`src/design/bptc_pkg.sv`:
```
// Shared types, widths and constants for the barometer compensation block.
package bptc_pkg;

    // Field and datapath widths
    localparam int RAW_W  = 24;
    localparam int CAL_W  = 16;
    localparam int DT_W   = 25;
    localparam int TEMP_W = 19;
    localparam int PRES_W = 32;
    localparam int ACC_W  = 40;
    localparam int MUL_W  = 26;
    localparam int PROD_W = 2 * MUL_W;
    localparam int PSUM_W = 64;
    localparam int IDX_W  = 3;

    // Temperature thresholds in 0.01 degC
    localparam logic signed [TEMP_W-1:0] TEMP_REF  = 19'sd2000;
    localparam logic signed [TEMP_W-1:0] TEMP_VLOW = -19'sd1500;

    // Saturation limits of the pressure result
    localparam logic signed [PSUM_W-1:0] PRES_MAX = 64'sd2147483647;
    localparam logic signed [PSUM_W-1:0] PRES_MIN = -64'sd2147483648;

    // Calibration register indexes
    localparam logic [IDX_W-1:0] REG_C1 = 3'd0;
    localparam logic [IDX_W-1:0] REG_C2 = 3'd1;
    localparam logic [IDX_W-1:0] REG_C3 = 3'd2;
    localparam logic [IDX_W-1:0] REG_C4 = 3'd3;
    localparam logic [IDX_W-1:0] REG_C5 = 3'd4;
    localparam logic [IDX_W-1:0] REG_C6 = 3'd5;

    // Calibration words C1..C6
    typedef struct packed {
        logic [CAL_W-1:0] c1;
        logic [CAL_W-1:0] c2;
        logic [CAL_W-1:0] c3;
        logic [CAL_W-1:0] c4;
        logic [CAL_W-1:0] c5;
        logic [CAL_W-1:0] c6;
    } t_cal;

    // Sequencer steps
    typedef enum logic [3:0] {
        S_IDLE,
        S_DT,
        S_MTEMP,
        S_MOFF,
        S_MSENS,
        S_MT2,
        S_MD,
        S_ME,
        S_CORR1,
        S_CORR2,
        S_MPL,
        S_MPH,
        S_PSUM,
        S_PSUB,
        S_DONE
    } t_state;

endpackage

```
`src/design/bptc_mul.sv`:
```
// Shared signed multiplier with a registered product.
module bptc_mul
    import bptc_pkg::*;
(
    input  logic                     i_clk,
    input  logic signed [MUL_W-1:0]  i_a,
    input  logic signed [MUL_W-1:0]  i_b,
    output logic signed [PROD_W-1:0] o_prod
);

    logic signed [PROD_W-1:0] r_prod;

    // One product per cycle, available the cycle after issue
    always_ff @(posedge i_clk) begin
        r_prod <= i_a * i_b;
    end

    assign o_prod = r_prod;

endmodule

```
`src/design/bptc_core.sv`:
```
// Sequencer and datapath: steps the shared multiplier through the compensation.
module bptc_core
    import bptc_pkg::*;
(
    input  logic                     i_clk,
    input  logic                     i_rst_n,
    input  t_cal                     i_cal,
    input  logic                     i_in_valid,
    output logic                     o_in_stall,
    input  logic [RAW_W-1:0]         i_raw_temperature,
    input  logic [RAW_W-1:0]         i_raw_pressure,
    output logic                     o_out_valid,
    input  logic                     i_out_stall,
    output logic signed [TEMP_W-1:0] o_temperature_centideg,
    output logic signed [PRES_W-1:0] o_pressure_pa
);

    t_state r_state, n_state;

    logic [RAW_W-1:0]         r_kept_t;
    logic [RAW_W-1:0]         r_kept_p;
    logic signed [DT_W-1:0]   r_dt;
    logic signed [TEMP_W-1:0] r_temp;
    logic [TEMP_W-1:0]        r_t2;
    logic signed [ACC_W-1:0]  r_off;
    logic signed [ACC_W-1:0]  r_sens;
    logic [ACC_W-1:0]         r_d;
    logic [ACC_W-1:0]         r_c5d;
    logic [ACC_W-1:0]         r_c7e;
    logic [ACC_W-1:0]         r_c22e;
    logic signed [PSUM_W-1:0] r_pacc;

    logic                     r_out_valid;
    logic signed [TEMP_W-1:0] r_out_temp;
    logic signed [PRES_W-1:0] r_out_pres;

    logic signed [MUL_W-1:0]  mul_a;
    logic signed [MUL_W-1:0]  mul_b;
    logic signed [PROD_W-1:0] prod;

    logic                     accept;
    logic                     out_load;
    logic                     low;
    logic                     vlow;
    logic signed [TEMP_W-1:0] tdiff_ref;
    logic signed [TEMP_W-1:0] tdiff_vlow;
    logic [ACC_W-1:0]         e_val;
    logic [ACC_W-1:0]         off2;
    logic [ACC_W-1:0]         sens2;
    logic signed [PSUM_W-1:0] hi_ext;
    logic signed [PSUM_W-1:0] off_ext;
    logic signed [PSUM_W-1:0] p_shift;
    logic signed [PRES_W-1:0] p_sat;

    bptc_mul u_mul (
        .i_clk  (i_clk),
        .i_a    (mul_a),
        .i_b    (mul_b),
        .o_prod (prod)
    );

    assign accept     = i_in_valid && (r_state == S_IDLE);
    assign o_in_stall = (r_state != S_IDLE);

    // Second-order correction regions
    assign low        = (r_temp < TEMP_REF);
    assign vlow       = (r_temp < TEMP_VLOW);
    assign tdiff_ref  = r_temp - TEMP_REF;
    assign tdiff_vlow = r_temp - TEMP_VLOW;

    // Correction terms, floored on the whole sum
    assign e_val  = prod[ACC_W-1:0];
    assign off2   = (r_c5d >> 1) + r_c7e;
    assign sens2  = (r_c5d + r_c22e) >> 2;

    assign hi_ext  = PSUM_W'(prod);
    assign off_ext = PSUM_W'(r_off);

    // Final scaling and saturation
    assign p_shift = r_pacc >>> 15;
    always_comb begin
        if (p_shift > PRES_MAX) begin
            p_sat = PRES_MAX[PRES_W-1:0];
        end else if (p_shift < PRES_MIN) begin
            p_sat = PRES_MIN[PRES_W-1:0];
        end else begin
            p_sat = p_shift[PRES_W-1:0];
        end
    end

    // Next state
    always_comb begin
        n_state = r_state;
        unique case (r_state)
            S_IDLE:  if (accept) n_state = S_DT;
            S_DT:    n_state = S_MTEMP;
            S_MTEMP: n_state = S_MOFF;
            S_MOFF:  n_state = S_MSENS;
            S_MSENS: n_state = S_MT2;
            S_MT2:   n_state = S_MD;
            S_MD:    n_state = S_ME;
            S_ME:    n_state = S_CORR1;
            S_CORR1: n_state = S_CORR2;
            S_CORR2: n_state = S_MPL;
            S_MPL:   n_state = S_MPH;
            S_MPH:   n_state = S_PSUM;
            S_PSUM:  n_state = S_PSUB;
            S_PSUB:  n_state = S_DONE;
            S_DONE:  if (out_load) n_state = S_IDLE;
            default: n_state = S_IDLE;
        endcase
    end

    // Multiplier operand select and result load
    always_comb begin
        mul_a    = '0;
        mul_b    = '0;
        out_load = 1'b0;
        unique case (r_state)
            S_MTEMP: begin
                mul_a = $signed(MUL_W'(i_cal.c6));
                mul_b = MUL_W'(r_dt);
            end
            S_MOFF: begin
                mul_a = $signed(MUL_W'(i_cal.c4));
                mul_b = MUL_W'(r_dt);
            end
            S_MSENS: begin
                mul_a = $signed(MUL_W'(i_cal.c3));
                mul_b = MUL_W'(r_dt);
            end
            S_MT2: begin
                mul_a = MUL_W'(r_dt);
                mul_b = MUL_W'(r_dt);
            end
            S_MD: begin
                mul_a = MUL_W'(tdiff_ref);
                mul_b = MUL_W'(tdiff_ref);
            end
            S_ME: begin
                mul_a = MUL_W'(tdiff_vlow);
                mul_b = MUL_W'(tdiff_vlow);
            end
            S_MPL: begin
                mul_a = $signed(MUL_W'(r_kept_p));
                mul_b = $signed(MUL_W'(r_sens[19:0]));
            end
            S_MPH: begin
                // upper half carries the sign of SENS
                mul_a = $signed(MUL_W'(r_kept_p));
                mul_b = MUL_W'($signed(r_sens[ACC_W-1:20]));
            end
            S_DONE: out_load = !r_out_valid || !i_out_stall;
            default: ;
        endcase
    end

    always_ff @(posedge i_clk) begin
        if (!i_rst_n) begin
            r_state <= S_IDLE;
        end else begin
            r_state <= n_state;
        end
    end

    // Kept raw conversions: a zero reading keeps the last good one
    always_ff @(posedge i_clk) begin
        if (!i_rst_n) begin
            r_kept_t <= '0;
            r_kept_p <= '0;
        end else if (accept) begin
            if (i_raw_temperature != '0) r_kept_t <= i_raw_temperature;
            if (i_raw_pressure != '0)    r_kept_p <= i_raw_pressure;
        end
    end

    // Datapath registers, one step per state
    always_ff @(posedge i_clk) begin
        unique case (r_state)
            S_DT: r_dt <= $signed({1'b0, r_kept_t}) - $signed({1'b0, i_cal.c5, 8'b0});
            S_MOFF: r_temp <= $signed(prod[41:23]) + TEMP_REF;
            S_MSENS: r_off <= $signed({8'b0, i_cal.c2, 16'b0}) + $signed(prod[46:7]);
            S_MT2: r_sens <= $signed({9'b0, i_cal.c1, 15'b0}) + $signed(prod[47:8]);
            S_MD: r_t2 <= low ? prod[49:31] : '0;
            S_ME: r_d <= low ? prod[ACC_W-1:0] : '0;
            S_CORR1: begin
                r_c5d  <= {r_d[ACC_W-3:0], 2'b0} + r_d;
                r_c7e  <= vlow ? ({e_val[ACC_W-4:0], 3'b0} - e_val) : '0;
                r_c22e <= vlow ? ({e_val[ACC_W-5:0], 4'b0} + {e_val[ACC_W-3:0], 2'b0}
                                  + {e_val[ACC_W-2:0], 1'b0}) : '0;
            end
            S_CORR2: begin
                r_temp <= r_temp - $signed(r_t2);
                r_off  <= r_off - $signed(off2);
                r_sens <= r_sens - $signed(sens2);
            end
            S_MPH:  r_pacc <= $signed({{(PSUM_W-PROD_W){1'b0}}, prod});
            S_PSUM: r_pacc <= r_pacc + (hi_ext <<< 20);
            S_PSUB: r_pacc <= (r_pacc >>> 21) - off_ext;
            default: ;
        endcase
    end

    // Output register: holds a finished transaction until taken
    always_ff @(posedge i_clk) begin
        if (!i_rst_n) begin
            r_out_valid <= 1'b0;
        end else if (out_load) begin
            r_out_valid <= 1'b1;
        end else if (!i_out_stall) begin
            r_out_valid <= 1'b0;
        end
    end

    always_ff @(posedge i_clk) begin
        if (out_load) begin
            r_out_temp <= r_temp;
            r_out_pres <= p_sat;
        end
    end

    assign o_out_valid            = r_out_valid;
    assign o_temperature_centideg = r_out_temp;
    assign o_pressure_pa          = r_out_pres;

`ifndef ASSERT_OFF
    a_rise_from_done: assert property (@(posedge i_clk) disable iff (!i_rst_n)
        $rose(r_out_valid) |-> $past(r_state) == S_DONE)
        else $error("result valid without a finished computation");

    a_accept_starts: assert property (@(posedge i_clk) disable iff (!i_rst_n)
        accept |=> r_state == S_DT)
        else $error("accepted transaction did not start the sequence");

    a_keep_temp: assert property (@(posedge i_clk) disable iff (!i_rst_n)
        (accept && i_raw_temperature != '0) |=> r_kept_t == $past(i_raw_temperature))
        else $error("valid temperature conversion not kept");

    a_no_corr_warm: assert property (@(posedge i_clk) disable iff (!i_rst_n)
        (r_state == S_CORR2 && !low) |-> (r_c5d == '0 && r_c7e == '0 && r_c22e == '0))
        else $error("second-order correction applied at or above 20 degC");
`endif

endmodule

```
`config.mk`:
```
export PLATFORM = sky130hd
export DESIGN_NAME = bptc_core
export DESIGN_NICKNAME = d
export VERILOG_FILES = /design/src/design/bptc_pkg.sv /design/src/design/bptc_mul.sv /design/src/design/bptc_core.sv
export SDC_FILE = /design/constraint.sdc
export NUM_CORES = 2
export LEC_CHECK = 0
export ABC_CLOCK_PERIOD_IN_PS = 10850
export BUFFER_PORTS_ARGS = -buffer_cell sky130_fd_sc_hd__buf_4
export CAP_MARGIN = 20
export CORE_UTILIZATION = 55
export DETAILED_ROUTE_END_ITERATION = 10
export MAX_ROUTING_LAYER = met4
export PLACE_DENSITY_LB_ADDON = 0.1
export SKIP_CTS_REPAIR_TIMING = 1
export SLEW_MARGIN = 0
export SYNTH_ARGS = -nofsm -noshare
export SYNTH_HDL_FRONTEND = slang
export SYNTH_SLANG_ARGS = --single-unit
export TNS_END_PERCENT = 10
```
`constraint.sdc`:
```
create_clock -name i_clk -period 10.85 [get_ports i_clk]
set_clock_uncertainty 0.05 [all_clocks]
set_input_delay 2.17 -clock i_clk [delete_from_list [all_inputs] [get_ports i_clk]]
set_output_delay 2.17 -clock i_clk [all_outputs]
set_load 0.1 [all_outputs]
```
==> results.md <==
- Main synth FF type: edfxtp_1
- Sequential share of the synthesized area: 22.6%
- Worst path slowest cell: fa_1
- Routability congestion estimate: 1.05
- Clock sinks: 504
- CP Class: flip-flop to flip-flop
- Synth-to-layout area growth: 10.4%
- Share of post-route cells with drive strength above 1: 8.28%
- Final ANT Viol Nets: 0
- FF+latch count, synth: 504
- Buf/Inv on CP: 4
- VDD IR max: 0.000200 V
- Synth area leaders: fa_1 (25%), edfxtp_1 (19%), ha_1 (11%)
- Critical path's largest stage delay: 0.57 ns
- Synth Net Count: 8226
- Cells after DPL: 8443
- Tmin final: 10.45 ns
- Slew HR: 17.3%
- Leak pwr: 32.3 nW
- GR Overflow Total: 0
- IO Port Bufs: 200
- Startpoint Class: flip-flop
- DRC: 0
- Largest net degree at the start of global routing: 70
- DR iter-0 viols: 5488
- Die height: 339 um
- Total number of vias: 52700
- Pwr dens: 242 nW/um^2
- Clock buffer count from CTS: 61
- Top cell type by total area after synthesis: fa_1
- Post-Syn Instances: 6770
- Setup-failing EPs final: 0
- Vias in the first global route: 51600
- Pre-CTS setup slack: 0.257 ns
- Worst hold margin: 0.385 ns
- Initial antenna violation count: 11
- Period utilization: 96.3%
- DIE AREA: 115000 sq um
- Post-Synth Simple-Gate Area: 13.8%
- Slew Limit Fails: 0
- Fin worst setup slack: 0.404 ns
- First-pass GRT wire length: 326000 um
- Max-cap violations: 0
- Synth Area in XOR/XNOR: 5.40%
- Worst Path Max Fanout: 14
- CTS root buffer: clkbuf_16
- Commonest non-fill, non-tap cell in the layout: inv_1
- Main combinational cell family by area after synthesis: adder cells
- Most common cell on crit path: fa_1
- YS warnings: 0
- CTS Buffer Depth: 3
- Post-Syn Area: 62400 sq um
- Post-DP HPWL: 178000 um
- Fin. Hold Viols: 0
- CTS tree: done
- Io pins: 201
- Vias/cell: 6.15
- Core area: 112000 sq um
- Outcome: finished, final reports clean
- Final cell count without fillers: 8573
- Slew @ Worst Pin: 1.24 ns
- WL per Instance: 25.6 um
- Die width: 339 um
- Peak Freq: 0.0957 GHz
- Nature of the critical path endpoint: flip-flop
- Synth cell types: 82
- Avg Synthesized Cell Area: 9.22 sq um
- CTS H-tree lvls: 2
- # rows: 123
- Multiplexer share of the synthesized area: 0.868%
- Initial Utilization: 55.5%
- Arrival @ worst endpoint: 11.00 ns
- Total track usage: 39.4%
- Clk Latency, worst-skew pair: 0.71 ns
- Highest-count cells in the layout ignoring fill and taps: inv_1 (939), fa_1 (777), nand2_1 (742)
- DRT Pass-1 Iters: 6
- CP delay by family, top: adder cells
- Synthesized-area fraction occupied by adder cells: 35.6%
- Routed WL: 220000 um
- Nets@finish: 8469
- Final Core Density: 61.3%
- EDFF count, synth: 399
- Compound-Gate Fraction of Synth Area: 14.7%
- TNS Setup: 0 ns
- Area share of the largest cell type after synthesis: 24.9%
- Hold Path Class: flip-flop to flip-flop
- Reg clk slew, reported paths: 0.06 ns
- Asr flop ratio synth: 0%
- RSZ-0062 raised after global routing: false
- Req. time, crit path: 11.40 ns
## per-stage QoR
| stage | instance area [sq um] | power (W) |
|---|---|---|
| 3_3_place_gp | 66600 | 0.0140 |
| 3_5_place_dp | 66600 | 0.0142 |
| 2_1_floorplan | 62400 | 0.0108 |
| 6_report | 68900 | 0.0166 |
| 5_1_grt | 68900 | 0.0179 |
| 4_1_cts | 68800 | 0.0165 |
## cells in the mapped netlist (65+ instances only)
| library cell | number |
|---|---|
| fa_1 | 777 |
| edfxtp_1 | 399 |
| nor3_1 | 66 |
| nand3_1 | 94 |
| ha_1 | 531 |
| dfxtp_1 | 105 |
| nand2_1 | 742 |
| a21oi_1 | 384 |
| nand2b_1 | 69 |
| clkbuf_1 | 211 |
| nor2_1 | 568 |
| a21o_1 | 207 |
| xnor2_1 | 238 |
| o21ai_0 | 334 |
| xor2_1 | 147 |
| nor2b_1 | 114 |
| inv_1 | 940 |
| o21a_1 | 65 |
## sequential cells by signal, indices dropped and copies added, names as in the netlist, 37 cells and up
register / cells
r_c22e: 37
r_c5d: 39
r_c7e: 40
r_d: 40
r_off: 40
r_pacc: 49
r_sens: 40
u_mul.o_prod: 52
## report_power, final
| part | switching, W | total, W | internal (W) | leakage (nW) |
|---|---|---|---|---|
| combinational | 0.00690 | 0.0114 | 0.00452 | 26.7 |
| clock | 0.000930 | 0.00223 | 0.00131 | 1.06 |
| sequential | 0.000393 | 0.00299 | 0.00260 | 4.51 |
| total | 0.00822 | 0.0166 | 0.00842 | 32.3 |
## worst paths after layout
kind | end | slack (ns) | depth (start not counted) | start
max | u_mul.o_prod[51]$_DFF_P_ | 0.40 | 34 | r_temp[4]$_DFFE_PP_
min | r_dt[6]$_DFFE_PP_ | 0.39 | 0 | r_kept_t[6]$_SDFFE_PN0P_
max reg2reg | u_mul.o_prod[51]$_DFF_P_ | 0.40 | 34 | r_temp[4]$_DFFE_PP_
min reg2reg | r_dt[6]$_DFFE_PP_ | 0.39 | 0 | r_kept_t[6]$_SDFFE_PN0P_
## metal layers
layer	part of all wire [%]	track usage [%]	vias to the layer above	routed length [um]
met3	11	8.55	548	24500
met4	5.1	16.9	0	11300
met5	0	-	-	0
li1	-	-	23300	-
met2	43	57.4	2781	95400
met1	40	53.1	26100	88700
## kinds of logic after synthesis
family | Yosys count
adder cells (fa/ha/maj) | 1308
AO/OA/AOI/OAI | 1436
multiplexers | 54
AND/OR/NAND/NOR | 1913
buffers and inverters | 1170
XOR/XNOR | 385
flip-flops | 504
## area by class of cell
class                           count  area, sq um
Inverter                          941         3530
Tap cell                         1500         1880
Clock inverter                     35          445
Multi-Input combinational cell   5096        44100
Timing Repair Buffer              409         3130
Sequential cell                   504        14100
Clock buffer                       80         1710
Antenna cell                        8         20.0
Fill cell                        9841        43600
No activity file was read; power rests on OpenSTA's default activity.
